`config.mk`:
```
export PLATFORM = sky130hd
export DESIGN_NAME = beam_rb_budget_allocator_flat
export DESIGN_NICKNAME = d
export VERILOG_FILES = /design/src/hw/rtl/brba_pkg.sv /design/src/hw/rtl/brba_if.sv /design/src/hw/rtl/brba_ram.sv /design/src/hw/rtl/brba_ctrl.sv /design/src/hw/rtl/brba_dp.sv /design/src/hw/rtl/beam_rb_budget_allocator.sv /design/src/flat_wrapper.sv
export SDC_FILE = /design/constraint.sdc
export NUM_CORES = 2
export LEC_CHECK = 0
export BUFFER_PORTS_ARGS = -buffer_cell sky130_fd_sc_hd__buf_2
export CORE_AREA = 2 2 595 597
export DETAILED_ROUTE_END_ITERATION = 12
export DIE_AREA = 0 0 597 599
export SLEW_MARGIN = 20
export SYNTH_ARGS = -nofsm -noshare
export SYNTH_HDL_FRONTEND = slang
export SYNTH_SLANG_ARGS = --single-unit
```
`constraint.sdc`:
```
create_clock -name clock -period 11.1 [get_ports clock]
set_input_delay 1.11 -clock clock [delete_from_list [all_inputs] [get_ports clock]]
set_output_delay 1.11 -clock clock [all_outputs]
set_load 0.03 [all_outputs]
```
`src/hw/rtl/brba_pkg.sv`:
```
// Package for the beam resource block budget allocator.
// Holds sizes, command and register codes, the record layout and the
// controller-to-datapath command and status types. Depends on nothing.
package brba_pkg;

   localparam int NumBeams = 16;
   localparam int SpsSlots = 64;
   localparam int NumRecs  = 2 * NumBeams;
   localparam int RecIdxW  = $clog2(NumRecs);
   localparam int SlotIdxW = (SpsSlots > 1) ? $clog2(SpsSlots) : 1;
   localparam int SlotCntW = $clog2(SpsSlots + 1);

   localparam int CmdW     = 3;
   localparam int BeamW    = 4;
   localparam int AmountW  = 10;
   localparam int MaskW    = 64;
   localparam int GrantW   = 10;
   localparam int UsedW    = 9;
   localparam int SharedW  = 12;
   localparam int AdmitW   = 10;
   localparam int BudgetW  = 9;
   localparam int RegionW  = 7;
   localparam int CapW     = 10;
   localparam int CsrIdxW  = 3;
   localparam int CsrDataW = 10;

   localparam logic [SharedW-1:0] SharedMax   = '1;
   localparam logic [BudgetW-1:0] BudgetReset = BudgetW'(25);

   localparam logic [CsrIdxW-1:0] CSR_DL_BUDGET    = CsrIdxW'(0);
   localparam logic [CsrIdxW-1:0] CSR_UL_BUDGET    = CsrIdxW'(1);
   localparam logic [CsrIdxW-1:0] CSR_DL_SPS_REGION = CsrIdxW'(2);
   localparam logic [CsrIdxW-1:0] CSR_UL_SPS_REGION = CsrIdxW'(3);
   localparam logic [CsrIdxW-1:0] CSR_DL_ADMIT_CAP = CsrIdxW'(4);
   localparam logic [CsrIdxW-1:0] CSR_UL_ADMIT_CAP = CsrIdxW'(5);

   typedef enum logic [CmdW-1:0] {
      CMD_ALLOC     = 3'd0,
      CMD_SHARED    = 3'd1,
      CMD_ADMIT     = 3'd2,
      CMD_RELEASE   = 3'd3,
      CMD_CLAIM     = 3'd4,
      CMD_FREE      = 3'd5,
      CMD_RESET_DIR = 3'd6,
      CMD_RESET_ALL = 3'd7
   } cmd_type;

   typedef struct packed {
      logic [UsedW-1:0]    used;
      logic [SharedW-1:0]  shared;
      logic [AdmitW-1:0]   admitted;
      logic [SpsSlots-1:0] busy;
   } rec_type;

   localparam int RecW = $bits(rec_type);

   typedef struct packed {
      logic latch_req;
      logic rd_en;
      logic load;
      logic scan_step;
      logic apply;
      logic write_back;
   } dp_cmd_type;

   typedef struct packed {
      logic scan_done;
   } dp_status_type;

endpackage

```
`src/hw/rtl/brba_if.sv`:
```
// Request and response channel interfaces of the budget allocator.
// Depends on brba_pkg for the field widths.
interface brba_req_if
   import brba_pkg::*;
   ();
   logic                valid;
   logic                ready;
   logic [CmdW-1:0]     command;
   logic [BeamW-1:0]    beam;
   logic                uplink;
   logic [AmountW-1:0]  amount;
   logic [MaskW-1:0]    free_mask;

   modport source (output valid, command, beam, uplink, amount, free_mask, input ready);
   modport sink   (input valid, command, beam, uplink, amount, free_mask, output ready);
endinterface

interface brba_rsp_if
   import brba_pkg::*;
   ();
   logic                valid;
   logic                ready;
   logic [GrantW-1:0]   granted;
   logic                accepted;
   logic [MaskW-1:0]    claimed_mask;
   logic [UsedW-1:0]    used_after;
   logic [SharedW-1:0]  shared_after;
   logic [AdmitW-1:0]   admitted_after;
   logic [BudgetW-1:0]  remaining_after;

   modport source (output valid, granted, accepted, claimed_mask, used_after, shared_after,
                   admitted_after, remaining_after, input ready);
   modport sink   (input valid, granted, accepted, claimed_mask, used_after, shared_after,
                   admitted_after, remaining_after, output ready);
endinterface

```
`src/hw/rtl/brba_ram.sv`:
```
// Generic single-port-write, single-port-read RAM with registered read data.
// Depends on nothing.
module brba_ram #(
   parameter int Width = 8,
   parameter int Depth = 32
) (
   input  logic                                       clock,
   input  logic                                       wr_en,
   input  logic [((Depth > 1) ? $clog2(Depth) : 1)-1:0] wr_addr,
   input  logic [Width-1:0]                           wr_data,
   input  logic                                       rd_en,
   input  logic [((Depth > 1) ? $clog2(Depth) : 1)-1:0] rd_addr,
   output logic [Width-1:0]                           rd_data
);
   logic [Width-1:0] mem_ff [Depth];
   logic [Width-1:0] rd_data_ff;

   always_ff @(posedge clock) begin
      if (wr_en) begin
         mem_ff[wr_addr] <= wr_data;
      end
      if (rd_en) begin
         rd_data_ff <= mem_ff[rd_addr];
      end
   end

   assign rd_data = rd_data_ff;
endmodule

```
`src/hw/rtl/brba_ctrl.sv`:
```
// Controller state machine of the budget allocator: request and response
// handshakes and the sequence of datapath commands. Depends on brba_pkg.
module brba_ctrl
   import brba_pkg::*;
(
   input  logic          clock,
   input  logic          reset,
   input  logic          req_valid,
   output logic          req_ready,
   output logic          rsp_valid,
   input  logic          rsp_ready,
   output dp_cmd_type    dp_cmd,
   input  dp_status_type dp_status
);
   typedef enum logic [2:0] {
      ST_IDLE,
      ST_READ,
      ST_LOAD,
      ST_SCAN,
      ST_APPLY,
      ST_WRITE
   } state_type;

   state_type state_ff, state_in;
   logic      rsp_valid_ff, rsp_valid_in;

   always_comb begin
      state_in     = state_ff;
      rsp_valid_in = rsp_valid_ff && !rsp_ready;
      dp_cmd       = '0;
      unique case (state_ff)
         ST_IDLE: begin
            if (req_valid) begin
               dp_cmd.latch_req = 1'b1;
               state_in         = ST_READ;
            end
         end
         ST_READ: begin
            dp_cmd.rd_en = 1'b1;
            state_in     = ST_LOAD;
         end
         ST_LOAD: begin
            dp_cmd.load = 1'b1;
            state_in    = ST_SCAN;
         end
         ST_SCAN: begin
            if (dp_status.scan_done) begin
               state_in = ST_APPLY;
            end else begin
               dp_cmd.scan_step = 1'b1;
            end
         end
         ST_APPLY: begin
            dp_cmd.apply = 1'b1;
            state_in     = ST_WRITE;
         end
         ST_WRITE: begin
            if (!rsp_valid_ff || rsp_ready) begin
               dp_cmd.write_back = 1'b1;
               rsp_valid_in      = 1'b1;
               state_in          = ST_IDLE;
            end
         end
         default: state_in = ST_IDLE;
      endcase
   end

   always_ff @(posedge clock) begin
      if (reset) begin
         state_ff     <= ST_IDLE;
         rsp_valid_ff <= 1'b0;
      end else begin
         state_ff     <= state_in;
         rsp_valid_ff <= rsp_valid_in;
      end
   end

   assign req_ready = (state_ff == ST_IDLE);
   assign rsp_valid = rsp_valid_ff;
endmodule

```
`src/hw/rtl/brba_dp.sv`:
```
// Datapath of the budget allocator: configuration registers, record RAM
// with valid bits, the slot scanner and the result register.
// Depends on brba_pkg and brba_ram.
module brba_dp
   import brba_pkg::*;
(
   input  logic                 clock,
   input  logic                 reset,
   input  logic                 csr_wr_en,
   input  logic [CsrIdxW-1:0]   csr_index,
   input  logic [CsrDataW-1:0]  csr_wr_data,
   input  logic [CmdW-1:0]      req_command,
   input  logic [BeamW-1:0]     req_beam,
   input  logic                 req_uplink,
   input  logic [AmountW-1:0]   req_amount,
   input  logic [MaskW-1:0]     req_free_mask,
   input  dp_cmd_type           dp_cmd,
   output dp_status_type        dp_status,
   output logic [GrantW-1:0]    rsp_granted,
   output logic                 rsp_accepted,
   output logic [MaskW-1:0]     rsp_claimed_mask,
   output logic [UsedW-1:0]     rsp_used_after,
   output logic [SharedW-1:0]   rsp_shared_after,
   output logic [AdmitW-1:0]    rsp_admitted_after,
   output logic [BudgetW-1:0]   rsp_remaining_after
);
   logic [BudgetW-1:0] dl_budget_ff, ul_budget_ff;
   logic [RegionW-1:0] dl_region_ff, ul_region_ff;
   logic [CapW-1:0]    dl_cap_ff, ul_cap_ff;

   logic [NumRecs-1:0] valid_ff, valid_in;

   cmd_type             cmd_ff, cmd_in;
   logic [RecIdxW-1:0]  rec_ff, rec_in;
   logic                in_range_ff, in_range_in;
   logic                up_ff, up_in;
   logic [AmountW-1:0]  amount_ff, amount_in;
   logic [SpsSlots-1:0] mask_ff, mask_in;

   logic [UsedW-1:0]    used_ff, used_in;
   logic [SharedW-1:0]  shared_ff, shared_in;
   logic [AdmitW-1:0]   admitted_ff, admitted_in;
   logic [SpsSlots-1:0] busy_ff, busy_in;
   logic [SpsSlots-1:0] pick_ff, pick_in;
   logic [SlotCntW-1:0] cnt_ff, cnt_in;
   logic [SlotCntW-1:0] slot_ff, slot_in;
   logic [GrantW-1:0]   granted_ff, granted_in;
   logic                accepted_ff, accepted_in;

   logic [GrantW-1:0]   res_granted_ff, res_granted_in;
   logic                res_accepted_ff, res_accepted_in;
   logic [MaskW-1:0]    res_mask_ff, res_mask_in;
   logic [UsedW-1:0]    res_used_ff, res_used_in;
   logic [SharedW-1:0]  res_shared_ff, res_shared_in;
   logic [AdmitW-1:0]   res_admitted_ff, res_admitted_in;
   logic [BudgetW-1:0]  res_remaining_ff, res_remaining_in;

   logic [RecW-1:0]     ram_rd_data;
   rec_type             rd_rec, load_rec, wr_rec;

   logic [BudgetW-1:0]  budget;
   logic [RegionW-1:0]  region_raw;
   logic [SlotCntW-1:0] region;
   logic [CapW-1:0]     cap;
   logic [BudgetW-1:0]  remaining;
   logic [SlotIdxW-1:0] slot_idx;
   logic                claim_more;
   logic [GrantW-1:0]   grant_sel;
   logic [SharedW:0]    shared_sum;
   logic [AdmitW:0]     admit_sum;
   logic [UsedW-1:0]    freed;

   brba_ram #(
      .Width (RecW),
      .Depth (NumRecs)
   ) u_rec_ram (
      .clock   (clock),
      .wr_en   (dp_cmd.write_back && in_range_ff),
      .wr_addr (rec_ff),
      .wr_data (wr_rec),
      .rd_en   (dp_cmd.rd_en),
      .rd_addr (rec_ff),
      .rd_data (ram_rd_data)
   );

   assign rd_rec = rec_type'(ram_rd_data);

   always_comb begin
      wr_rec.used     = used_ff;
      wr_rec.shared   = shared_ff;
      wr_rec.admitted = admitted_ff;
      wr_rec.busy     = busy_ff;
   end

   always_comb begin
      budget     = up_ff ? ul_budget_ff : dl_budget_ff;
      region_raw = up_ff ? ul_region_ff : dl_region_ff;
      cap        = up_ff ? ul_cap_ff : dl_cap_ff;
      if (int'(region_raw) > SpsSlots) begin
         region = SlotCntW'(SpsSlots);
      end else begin
         region = SlotCntW'(region_raw);
      end
      remaining  = (used_ff < budget) ? (budget - used_ff) : '0;
      slot_idx   = slot_ff[SlotIdxW-1:0];
      claim_more = (slot_ff < region) && (AmountW'(cnt_ff) < amount_ff)
                   && (BudgetW'(cnt_ff) < remaining);
      freed      = UsedW'(cnt_ff);
   end

   always_comb begin
      if (cmd_ff == CMD_CLAIM) begin
         dp_status.scan_done = !claim_more;
      end else if (cmd_ff == CMD_FREE) begin
         dp_status.scan_done = (slot_ff == SlotCntW'(SpsSlots));
      end else begin
         dp_status.scan_done = 1'b1;
      end
   end

   always_comb begin
      if ((in_range_ff && valid_ff[rec_ff]) && (cmd_ff != CMD_RESET_ALL)) begin
         load_rec = rd_rec;
      end else begin
         load_rec = '0;
      end
   end

   always_comb begin
      cmd_in      = cmd_ff;
      rec_in      = rec_ff;
      in_range_in = in_range_ff;
      up_in       = up_ff;
      amount_in   = amount_ff;
      mask_in     = mask_ff;
      valid_in    = valid_ff;
      used_in     = used_ff;
      shared_in   = shared_ff;
      admitted_in = admitted_ff;
      busy_in     = busy_ff;
      pick_in     = pick_ff;
      cnt_in      = cnt_ff;
      slot_in     = slot_ff;
      granted_in  = granted_ff;
      accepted_in = accepted_ff;
      grant_sel   = '0;
      shared_sum  = '0;
      admit_sum   = '0;

      res_granted_in   = res_granted_ff;
      res_accepted_in  = res_accepted_ff;
      res_mask_in      = res_mask_ff;
      res_used_in      = res_used_ff;
      res_shared_in    = res_shared_ff;
      res_admitted_in  = res_admitted_ff;
      res_remaining_in = res_remaining_ff;

      if (dp_cmd.latch_req) begin
         cmd_in      = cmd_type'(req_command);
         rec_in      = RecIdxW'({req_beam, req_uplink});
         in_range_in = (int'(req_beam) < NumBeams);
         up_in       = req_uplink;
         amount_in   = req_amount;
         mask_in     = req_free_mask[SpsSlots-1:0];
      end

      if (dp_cmd.load) begin
         if (cmd_ff == CMD_RESET_ALL) begin
            valid_in = '0;
         end
         used_in     = load_rec.used;
         shared_in   = load_rec.shared;
         admitted_in = load_rec.admitted;
         busy_in     = load_rec.busy;
         pick_in     = '0;
         cnt_in      = '0;
         slot_in     = '0;
         granted_in  = '0;
         accepted_in = 1'b0;
      end

      if (dp_cmd.scan_step) begin
         slot_in = slot_ff + SlotCntW'(1);
         if (cmd_ff == CMD_CLAIM) begin
            if (!busy_ff[slot_idx]) begin
               pick_in[slot_idx] = 1'b1;
               cnt_in            = cnt_ff + SlotCntW'(1);
            end
         end else begin
            if (busy_ff[slot_idx] && mask_ff[slot_idx]) begin
               busy_in[slot_idx] = 1'b0;
               cnt_in            = cnt_ff + SlotCntW'(1);
            end
         end
      end

      if (dp_cmd.apply) begin
         unique case (cmd_ff)
            CMD_ALLOC: begin
               grant_sel  = (amount_ff < GrantW'(remaining)) ? amount_ff : GrantW'(remaining);
               granted_in = grant_sel;
               used_in    = used_ff + UsedW'(grant_sel);
            end
            CMD_SHARED: begin
               grant_sel  = (amount_ff < GrantW'(used_ff)) ? amount_ff : GrantW'(used_ff);
               granted_in = grant_sel;
               shared_sum = {1'b0, shared_ff} + (SharedW + 1)'(grant_sel);
               if (shared_sum > (SharedW + 1)'(SharedMax)) begin
                  shared_in = SharedMax;
               end else begin
                  shared_in = shared_sum[SharedW-1:0];
               end
            end
            CMD_ADMIT: begin
               admit_sum = {1'b0, admitted_ff} + (AdmitW + 1)'(amount_ff);
               if ((amount_ff != '0) && (cap != '0) && (admit_sum <= (AdmitW + 1)'(cap))) begin
                  admitted_in = admit_sum[AdmitW-1:0];
                  granted_in  = amount_ff;
                  accepted_in = 1'b1;
               end
            end
            CMD_RELEASE: begin
               grant_sel   = (GrantW'(admitted_ff) < amount_ff) ? GrantW'(admitted_ff)
                                                                : amount_ff;
               granted_in  = grant_sel;
               admitted_in = admitted_ff - AdmitW'(grant_sel);
            end
            CMD_CLAIM: begin
               if ((amount_ff != '0) && (AmountW'(cnt_ff) >= amount_ff)) begin
                  busy_in     = busy_ff | pick_ff;
                  used_in     = used_ff + UsedW'(cnt_ff);
                  granted_in  = GrantW'(cnt_ff);
                  accepted_in = 1'b1;
               end
            end
            CMD_FREE: begin
               used_in    = (used_ff > freed) ? (used_ff - freed) : '0;
               granted_in = GrantW'(cnt_ff);
            end
            CMD_RESET_DIR: begin
               used_in   = '0;
               shared_in = '0;
               busy_in   = '0;
            end
            CMD_RESET_ALL: begin
               granted_in = '0;
            end
         endcase
      end

      if (dp_cmd.write_back) begin
         if (in_range_ff) begin
            valid_in[rec_ff] = 1'b1;
            res_granted_in   = granted_ff;
            res_accepted_in  = accepted_ff;
            res_mask_in      = ((cmd_ff == CMD_CLAIM) && accepted_ff) ? MaskW'(pick_ff) : '0;
            res_used_in      = used_ff;
            res_shared_in    = shared_ff;
            res_admitted_in  = admitted_ff;
            res_remaining_in = remaining;
         end else begin
            res_granted_in   = '0;
            res_accepted_in  = 1'b0;
            res_mask_in      = '0;
            res_used_in      = '0;
            res_shared_in    = '0;
            res_admitted_in  = '0;
            res_remaining_in = '0;
         end
      end
   end

   always_ff @(posedge clock) begin
      if (reset) begin
         dl_budget_ff <= BudgetReset;
         ul_budget_ff <= BudgetReset;
         dl_region_ff <= '0;
         ul_region_ff <= '0;
         dl_cap_ff    <= '0;
         ul_cap_ff    <= '0;
         valid_ff     <= '0;
      end else begin
         valid_ff <= valid_in;
         if (csr_wr_en) begin
            unique case (csr_index)
               CSR_DL_BUDGET:     dl_budget_ff <= csr_wr_data[BudgetW-1:0];
               CSR_UL_BUDGET:     ul_budget_ff <= csr_wr_data[BudgetW-1:0];
               CSR_DL_SPS_REGION: dl_region_ff <= csr_wr_data[RegionW-1:0];
               CSR_UL_SPS_REGION: ul_region_ff <= csr_wr_data[RegionW-1:0];
               CSR_DL_ADMIT_CAP:  dl_cap_ff    <= csr_wr_data[CapW-1:0];
               CSR_UL_ADMIT_CAP:  ul_cap_ff    <= csr_wr_data[CapW-1:0];
               default: ;
            endcase
         end
      end
   end

   always_ff @(posedge clock) begin
      cmd_ff           <= cmd_in;
      rec_ff           <= rec_in;
      in_range_ff      <= in_range_in;
      up_ff            <= up_in;
      amount_ff        <= amount_in;
      mask_ff          <= mask_in;
      used_ff          <= used_in;
      shared_ff        <= shared_in;
      admitted_ff      <= admitted_in;
      busy_ff          <= busy_in;
      pick_ff          <= pick_in;
      cnt_ff           <= cnt_in;
      slot_ff          <= slot_in;
      granted_ff       <= granted_in;
      accepted_ff      <= accepted_in;
      res_granted_ff   <= res_granted_in;
      res_accepted_ff  <= res_accepted_in;
      res_mask_ff      <= res_mask_in;
      res_used_ff      <= res_used_in;
      res_shared_ff    <= res_shared_in;
      res_admitted_ff  <= res_admitted_in;
      res_remaining_ff <= res_remaining_in;
   end

   assign rsp_granted         = res_granted_ff;
   assign rsp_accepted        = res_accepted_ff;
   assign rsp_claimed_mask    = res_mask_ff;
   assign rsp_used_after      = res_used_ff;
   assign rsp_shared_after    = res_shared_ff;
   assign rsp_admitted_after  = res_admitted_ff;
   assign rsp_remaining_after = res_remaining_ff;
endmodule

```
`src/hw/rtl/beam_rb_budget_allocator.sv`:
```
// Top level of the per-beam resource block budget allocator.
// Depends on brba_pkg, brba_if, brba_ram, brba_ctrl and brba_dp.
//
//   Channel   Direction  Handshake           Carries
//   req_ch    in         valid / ready       command, beam, uplink, amount, free_mask
//   rsp_ch    out        valid / ready       granted, accepted, claimed_mask, counts after
//   csr_*     in         csr_wr_en only      register index and write data
//
// After acceptance a request passes through the read, load, scan, apply and write
// states before ready returns. A claim scans slots up to the SPS region; a free scans
// every SPS slot (64). The slot scanner sets the length of the scan.
// Reset is synchronous and clears all records at once through per-record valid bits.
// A pending response stalls only the final write-back of the next request.
module beam_rb_budget_allocator
   import brba_pkg::*;
(
   input  logic                clock,
   input  logic                reset,
   input  logic                csr_wr_en,
   input  logic [CsrIdxW-1:0]  csr_index,
   input  logic [CsrDataW-1:0] csr_wr_data,
   brba_req_if.sink            req_ch,
   brba_rsp_if.source          rsp_ch
);
   dp_cmd_type    dp_cmd;
   dp_status_type dp_status;

   brba_ctrl u_ctrl (
      .clock     (clock),
      .reset     (reset),
      .req_valid (req_ch.valid),
      .req_ready (req_ch.ready),
      .rsp_valid (rsp_ch.valid),
      .rsp_ready (rsp_ch.ready),
      .dp_cmd    (dp_cmd),
      .dp_status (dp_status)
   );

   brba_dp u_dp (
      .clock               (clock),
      .reset               (reset),
      .csr_wr_en           (csr_wr_en),
      .csr_index           (csr_index),
      .csr_wr_data         (csr_wr_data),
      .req_command         (req_ch.command),
      .req_beam            (req_ch.beam),
      .req_uplink          (req_ch.uplink),
      .req_amount          (req_ch.amount),
      .req_free_mask       (req_ch.free_mask),
      .dp_cmd              (dp_cmd),
      .dp_status           (dp_status),
      .rsp_granted         (rsp_ch.granted),
      .rsp_accepted        (rsp_ch.accepted),
      .rsp_claimed_mask    (rsp_ch.claimed_mask),
      .rsp_used_after      (rsp_ch.used_after),
      .rsp_shared_after    (rsp_ch.shared_after),
      .rsp_admitted_after  (rsp_ch.admitted_after),
      .rsp_remaining_after (rsp_ch.remaining_after)
   );

   // The result register is loaded only when it is empty or being drained.
   a_wb_free: assert property (@(posedge clock) disable iff (reset)
      dp_cmd.write_back |-> (!rsp_ch.valid || rsp_ch.ready))
      else $error("write-back while a response is still held");

   // An accepted request starts the record read in the next cycle.
   a_read_follows: assert property (@(posedge clock) disable iff (reset)
      (req_ch.valid && req_ch.ready) |=> dp_cmd.rd_en)
      else $error("record read did not follow request acceptance");

   // A response appears only after a write-back.
   a_rsp_source: assert property (@(posedge clock) disable iff (reset)
      $rose(rsp_ch.valid) |-> $past(dp_cmd.write_back))
      else $error("response valid without a write-back");

   // A successful admit or claim always grants a nonzero count.
   a_accept_grant: assert property (@(posedge clock) disable iff (reset)
      (rsp_ch.valid && rsp_ch.accepted) |-> (rsp_ch.granted != '0))
      else $error("accepted response with zero grant");
endmodule

```
`src/flat_wrapper.sv`:
```
// flat-port wrapper written by rule: the top's interface ports become plain ports
module beam_rb_budget_allocator_flat import brba_pkg::*;
  (clock, reset, csr_wr_en, csr_index, csr_wr_data, req_ch_valid, req_ch_command, req_ch_beam, req_ch_uplink, req_ch_amount, req_ch_free_mask, req_ch_ready, rsp_ch_valid, rsp_ch_granted, rsp_ch_accepted, rsp_ch_claimed_mask, rsp_ch_used_after, rsp_ch_shared_after, rsp_ch_admitted_after, rsp_ch_remaining_after, rsp_ch_ready);
  brba_req_if req_ch_i ();
  brba_rsp_if rsp_ch_i ();
  input  logic clock;
  input  logic reset;
  input  logic csr_wr_en;
  input  logic [CsrIdxW-1:0] csr_index;
  input  logic [CsrDataW-1:0] csr_wr_data;
  input wire logic [$bits(req_ch_i.valid)-1:0] req_ch_valid;
  input wire logic [$bits(req_ch_i.command)-1:0] req_ch_command;
  input wire logic [$bits(req_ch_i.beam)-1:0] req_ch_beam;
  input wire logic [$bits(req_ch_i.uplink)-1:0] req_ch_uplink;
  input wire logic [$bits(req_ch_i.amount)-1:0] req_ch_amount;
  input wire logic [$bits(req_ch_i.free_mask)-1:0] req_ch_free_mask;
  output wire logic [$bits(req_ch_i.ready)-1:0] req_ch_ready;
  output wire logic [$bits(rsp_ch_i.valid)-1:0] rsp_ch_valid;
  output wire logic [$bits(rsp_ch_i.granted)-1:0] rsp_ch_granted;
  output wire logic [$bits(rsp_ch_i.accepted)-1:0] rsp_ch_accepted;
  output wire logic [$bits(rsp_ch_i.claimed_mask)-1:0] rsp_ch_claimed_mask;
  output wire logic [$bits(rsp_ch_i.used_after)-1:0] rsp_ch_used_after;
  output wire logic [$bits(rsp_ch_i.shared_after)-1:0] rsp_ch_shared_after;
  output wire logic [$bits(rsp_ch_i.admitted_after)-1:0] rsp_ch_admitted_after;
  output wire logic [$bits(rsp_ch_i.remaining_after)-1:0] rsp_ch_remaining_after;
  input wire logic [$bits(rsp_ch_i.ready)-1:0] rsp_ch_ready;
  assign req_ch_i.valid = req_ch_valid;
  assign req_ch_i.command = req_ch_command;
  assign req_ch_i.beam = req_ch_beam;
  assign req_ch_i.uplink = req_ch_uplink;
  assign req_ch_i.amount = req_ch_amount;
  assign req_ch_i.free_mask = req_ch_free_mask;
  assign req_ch_ready = req_ch_i.ready;
  assign rsp_ch_valid = rsp_ch_i.valid;
  assign rsp_ch_granted = rsp_ch_i.granted;
  assign rsp_ch_accepted = rsp_ch_i.accepted;
  assign rsp_ch_claimed_mask = rsp_ch_i.claimed_mask;
  assign rsp_ch_used_after = rsp_ch_i.used_after;
  assign rsp_ch_shared_after = rsp_ch_i.shared_after;
  assign rsp_ch_admitted_after = rsp_ch_i.admitted_after;
  assign rsp_ch_remaining_after = rsp_ch_i.remaining_after;
  assign rsp_ch_i.ready = rsp_ch_ready;
  beam_rb_budget_allocator u_core (.clock(clock), .reset(reset), .csr_wr_en(csr_wr_en), .csr_index(csr_index), .csr_wr_data(csr_wr_data), .req_ch(req_ch_i), .rsp_ch(rsp_ch_i));
endmodule
```
Yosys cells after proc, flatten, opt, wreduce, memory -nomap -nowiden
Memories as Yosys holds them, arrays and structs flattened. A register that Yosys moved wholly into a read port is not among the register bits.
Index checks and enable logic that the tools add are counted.

word-level totals
  register bits after elaboration = 470
  RAM bits = 3,040
  input bits = 100
  logic and storage cells = 193
  memories kept = 1

cells by class
  add/sub/neg operators = 9
  order comparisons = 16
  equality and inequality tests = 22
  mux-type cells = 82
  bitwise operators = 5
  reduce and logical (&&, ||, !) cells = 28

memory list
  name                          depth  bits a word  rd ports  clocked after Yosys merged registers in  write ports  RTL line        text
  u_core.u_dp.u_rec_ram.mem_ff  32     95           1         1                                        1            brba_ram.sv:15  logic [Width-1:0] mem_ff [Depth];

operators by type and width
  kind                 number
  $mux 64              10
  $or 64x64->64        2
  $pmux 64 s2          1
  $mux 10              11
  $mux 32              3
  $mux 95              1
  $pmux 10 s7          1
  $and 64x64->64       1
  $not 64->64          1
  $mux 7               9
  $mux 9               6
  $mux 12              3
  $pmux 9 s4           1
  $or 32x32->32        1
  $eq 3x3->1 const B   8
  $mux 1               24
  $pmux 12 s2          1
  $lt 10x9->1          2
  $pmux 10 s2          1
  $reduce_bool 10->1   2
  $eq 3x2->1 const B   6
  $pmux 3 s6           1
  $add 7x1->7 const B  2
  $add 12x10->13       1
  other kinds (38)     63

Logic depth before layout (Yosys ltp)
  depth after elaboration = 14
  gate-level depth with buffers = 37
  mapped depth without buffers = 30

Modules after synthesis
A second synthesis with hierarchy kept.

second synthesis, totals
  cell total of the unflattened synthesis = 8,005
  area total of the unflattened synthesis = 142,858.3 µm²

by module, submodules not included
  module     times used  cells an instance  area each (µm²)
  brba_ram   1           5,547              118,288.4
  brba_dp    1           2,428              24,338.3
  brba_ctrl  1           30                 231.5

Worst setup path after synthesis
No wires, ideal clock.

  path kind = input-to-reg
  start = input rsp_ch_ready
  end = memory u_core.u_dp.u_rec_ram.mem_ff[15][0] (netlist bit), enable pin
  setup time = 550 ps
  arrival time = 8,419 ps
  setup slack = 2,131 ps
  stages = 5
  buffers on the path = 0
  cells stage by stage = nand2b_1 nand3_1 inv_1 nand3_1 nor2_1

RTL lines
  what                RTL line            text
  start: declaration  flat_wrapper.sv:26  input wire logic [$bits(rsp_ch_i.ready)-1:0] rsp_ch_ready;
  end: declaration    brba_ram.sv:15

Worst setup path in the final report
  start = register u_core.u_dp.rec_ff[0]
  end = register u_core.u_dp.used_ff[8]

between the ends
  word-level cells in the longest chain between the ends = 8

ends and longest elaborated chain
  what                              RTL line        text
  start: declaration                brba_dp.sv:34   logic [RecIdxW-1:0] rec_ff, rec_in;
  start signal: assignment          brba_dp.sv:300  rec_ff <= rec_in;
  $bmux 1 s5 (*)                    brba_dp.sv:122  if ((in_range_ff && valid_ff[rec_ff]) && (cmd_ff != CMD_RESET_ALL)) begin
  $mux 1 (implied by the code) (*)  brba_dp.sv:122
  $logic_and 1x1->1 (*)             brba_dp.sv:122
  $mux 95 (*)                       brba_dp.sv:122
  $mux 9 (*)                        brba_dp.sv:167  if (dp_cmd.load) begin
  $mux 9                            brba_dp.sv:229  if ((amount_ff != '0) && (AmountW'(cnt_ff) >= amount_ff)) begin
  $pmux 9 s4                        brba_dp.sv:198  unique case (cmd_ff)
  $mux 9 (*)                        brba_dp.sv:197  if (dp_cmd.apply) begin
  net u_core.u_dp.used_in[8]        brba_dp.sv:40   logic [UsedW-1:0] used_ff, used_in;
  end signal: assignment            brba_dp.sv:305  used_ff <= used_in;
  end: declaration                  brba_dp.sv:40

The timed path passes the listed nets; every way through them passes the cells marked *. The select of a mux whose other input is x is not followed.
A chain may end at the register's enable or synchronous reset.

==> run_results.csv <==
group,metric,value,unit
outcome,status,"finished clean",
drt,wl_met3,38000,µm
sta,clock_skew,0.0971,ns
floorplanning,die_y,599,µm
yosys,async_flop_share,0,%
worst_setup_path,critPathMaxStageDelay,1.03,ns
drt,met1_length,171000,µm
drt,route.vias.total,76775,
yosys,synth.avg_cell_area,19.6,µm²
placed_design,place.gp.congestion,0.857,
yosys,yosysSeqAreaShare,75.4,%
worst_setup_path,r2r_setup_slack,3.22,ns
drt,drc,0,
placed_design,place_hpwl,225000,µm
floorplanning,die_w,597,µm
clocking,ctsHoldBuffers,0,
worst_setup_path,slowest_stage,"edfxtp_1",
floorplanning,die_area,358000,µm²
floorplanning,core_area,351000,µm²
worst_setup_path,r2r_cells,30,
min_path,whs_path_depth,1,
drt,ant_nets,0,
global_routing,grt_pass1_vias,76005,
floorplanning,rows,218,
drt,wl,429000,µm
sta,worst_pin_slew,1.30,ns
finish,finalNonFillerCells,12483,
yosys,synth.area.top_cells,"edfxtp_1 (72%), mux4_2 (13%), dfxtp_1 (3.8%), a22oi_1 (2.3%), ha_1 (1.1%)",
clocking,post_cts_buffers,0,
clocking,clockBufferDepth,4,
sta,finalMaxSlewViolations,0,
clocking,cts_inserted_buffers,375,
worst_setup_path,crit_start,"u_core.u_dp.rec_ff[0]",
placed_design,dpl.cell_count,11778,
global_routing,grt_pass1_wl,594000,µm
min_path,min_from,"req_ch_free_mask[21]",
sta,hold_viol,0,
clocking,numClockSinks,3604,
drt,met2RoutedLength,202000,µm
worst_setup_path,cp.arrival,8.67,ns
clocking,htree_num_levels,5,
clocking,root_buffer,"clkbuf_16",
yosys,yosys.area.top_type,"edfxtp_1",
drt,drt_iter0_drc,11399,
power_and_ir_drop,p_leak,47.0,nW
placed_design,port_buffers,216,
drt,drtPass1Iterations,6,
yosys,synthCells,7139,
finish,syn2layout_area_growth,13.9,%
clocking,cts-resized-gates,0,
yosys,synth_ff_type,"edfxtp_1",
power_and_ir_drop,irDropWorstVdd,0.000143,V
floorplanning,initial_utilization,39.8,%
sta,min_period,7.88,ns
worst_setup_path,cp_max_fo,23,
worst_setup_path,rr_startpoint,"u_core.u_dp.rec_ff[0]",
sta,max_slew_margin,10.8,%
yosys,synth.distinct_cells,89,
clocking,clk_latency,1.00,ns
sta,fmax,0.127,GHz
worst_setup_path,r2r_end,"u_core.u_dp.used_ff[8]",
worst_setup_path,startpoint_type,"register",
yosys,synth.top_cell.area_share,71.6,%
finish,utilization,45.4,%
finish,final_nets,7761,
worst_setup_path,crit_path_end_kind,"register",
global_routing,grt_util_all_layers,23.5,%
floorplanning,ioPinCount,217,
sta,rsz0062_at_grt,"no",
yosys,syn-num-nets,7365,
clocking,cts_tree,"yes",
power_and_ir_drop,power_density,179,nW/µm²
global_routing,grt_max_degree,127,
min_path,hold_end,"u_core.u_dp.mask_ff[21]",
yosys,synth_edf_count,3339,
yosys,syn-cell-area,140000,µm²
sta,setup_viol,0,
worst_setup_path,cp_data_required_time,11.89,ns
drt,topRoutingLayerUsed,"met4",
flow_run,max_cap_viol_count,0,
global_routing,overflow,0,
sta,finalCritPeriodShare,71.0,%
clocking,path_clk_slew,0.06,ns
drt,vias_per_cell,6.15,
finish,drive_above_1_share,24.0,%
global_routing,antenna_found_initial,18,
min_path,min-delay-path-class,"input port to register",
worst_setup_path,critPathKind,"register to register",
sta,fin_tns_setup,0,ns
drt,wl_per_cell,34.4,µm
yosys,yosys_warnings,0,
yosys,yosys_register_bits,3604,
## placed cells by master, fill, tap and decap left out, types with 20 or more instances in the layout
cell type / netlist / layout
mux4_2: 781 / 781
o21ai_1: 23 / 24
nand4_1: 110 / 110
nand2b_1: 23 / 23
buf_4: 2 / 183
dfxtp_2: 0 / 55
nor2_1: 281 / 248
a21oi_1: 186 / 185
edfxtp_1: 3339 / 3339
inv_1: 70 / 69
o22ai_1: 94 / 94
nor2_4: 0 / 33
mux2_2: 25 / 25
clkbuf_1: 289 / 74
a22oi_1: 434 / 434
clkinv_1: 1 / 92
o21ai_0: 167 / 166
nor3_1: 26 / 20
xnor2_1: 32 / 32
clkbuf_16: 0 / 380
and3_1: 86 / 84
nand3_1: 33 / 33
buf_12: 0 / 21
a22o_1: 60 / 60
ha_1: 119 / 119
xor2_1: 20 / 20
nor2b_1: 21 / 21
mux2i_1: 61 / 61
bufinv_16: 0 / 26
a21o_1: 20 / 20
nand2_1: 232 / 229
dfxtp_1: 265 / 210
buf_2: 15 / 216
clkinv_2: 0 / 65
## critical path, delay by kind of cell (launching register included)
kind                     cells  cell delay [ns]
AO/OA/AOI/OAI               12             2.45
XOR/XNOR                     2             0.27
adder cells (fa/ha/maj)      4             1.12
buffers and inverters        3             0.49
flip-flops                   1             1.03
multiplexers                 2             0.81
AND/OR/NAND/NOR              7             1.57
## metrics by stage
stage / worst slack (ns) / total power, mW / instance area, µm² / hold slack, ns
2_1_floorplan: 2.13 / 16.0 / 140000 / 0.408
3_3_place_gp: 3.14 / 16.5 / 147000 / 0.421
3_5_place_dp: 3.35 / 16.5 / 147000 / 0.426
4_1_cts: 3.27 / 28.7 / 159000 / 0.265
5_1_grt: 2.72 / 29.3 / 159000 / 0.305
6_report: 3.22 / 28.6 / 159000 / 0.319
## cell type report
type	instances	area, µm²
sequential	3604	106000
tap	4620	5780
antenna	15	37.5
fill	29548	192000
timing repair buffer	420	2880
multi-input combinational	3062	32900
clock inverter	225	1990
inverter	72	275
clock buffer	465	9940
## state kept, by name (all words and copies together), names as in the netlist, 9 cells and up
register / cells
u_core.u_dp.dl_cap_ff: 10
u_core.u_dp.rsp_granted: 10
u_core.u_dp.admitted_ff: 10
u_core.u_dp.dl_budget_ff: 9
u_core.u_dp.busy_ff: 64
u_core.u_dp.valid_ff: 32
u_core.u_dp.ul_cap_ff: 10
u_core.u_dp.rsp_admitted_after: 10
u_core.u_dp.shared_ff: 12
u_core.u_dp.granted_ff: 10
u_core.u_dp.rsp_remaining_after: 9
u_core.u_dp.rsp_claimed_mask: 64
u_core.u_dp.u_rec_ram.rd_data: 95
u_core.u_dp.used_ff: 9
u_core.u_dp.mask_ff: 64
u_core.u_dp.pick_ff: 64
u_core.u_dp.amount_ff: 10
u_core.u_dp.rsp_used_after: 9
u_core.u_dp.ul_budget_ff: 9
u_core.u_dp.u_rec_ram.mem_ff: 3040
u_core.u_dp.rsp_shared_after: 12
## per-layer routing
layer	up-vias	GRT usage, %
met1	41245	32.5
met5	-	0
met2	4290	37.5
li1	30508	-
met3	732	3.74
met4	0	9.17
## how the worst max path moves through the flow
stage,endpoint,slack [ns],depth (start not counted)
final,u_core.u_dp.used_ff[8],3.22,30
after global routing,u_core.u_dp.used_ff[8],2.72,30
after CTS,u_core.u_dp.used_ff[8],3.27,30
after detailed placement,u_core.u_dp.used_ff[8],3.35,30
after global placement,u_core.u_dp.used_ff[8],3.14,30
after floorplan,u_core.u_dp.u_rec_ram.mem_ff[15][0],2.13,5
## logic make-up after synthesis
group                      synth area share (%)
DFF                                        75.4
muxes                                      13.3
and+or+nand+nor                            3.15
adders and majority gates                  1.16
xor gates and xnor gates                  0.325
buffers and inverters                      1.38
other                                   0.00268
AOI/OAI and AO/OA                          5.31
## synth_stat cells (86+ instances only)
cell	number
a21oi_1	186
a22oi_1	434
and3_1	86
clkbuf_1	289
dfxtp_1	265
edfxtp_1	3339
ha_1	119
mux4_2	781
nand2_1	232
nand4_1	110
nor2_1	281
o21ai_0	167
o22ai_1	94
## power breakdown
part / switching, mW / internal [mW]
Sequential: 0.0868 / 14.8
Clock: 5.33 / 6.98
Combinational: 0.943 / 0.476
(Power assumes the default switching activity.)
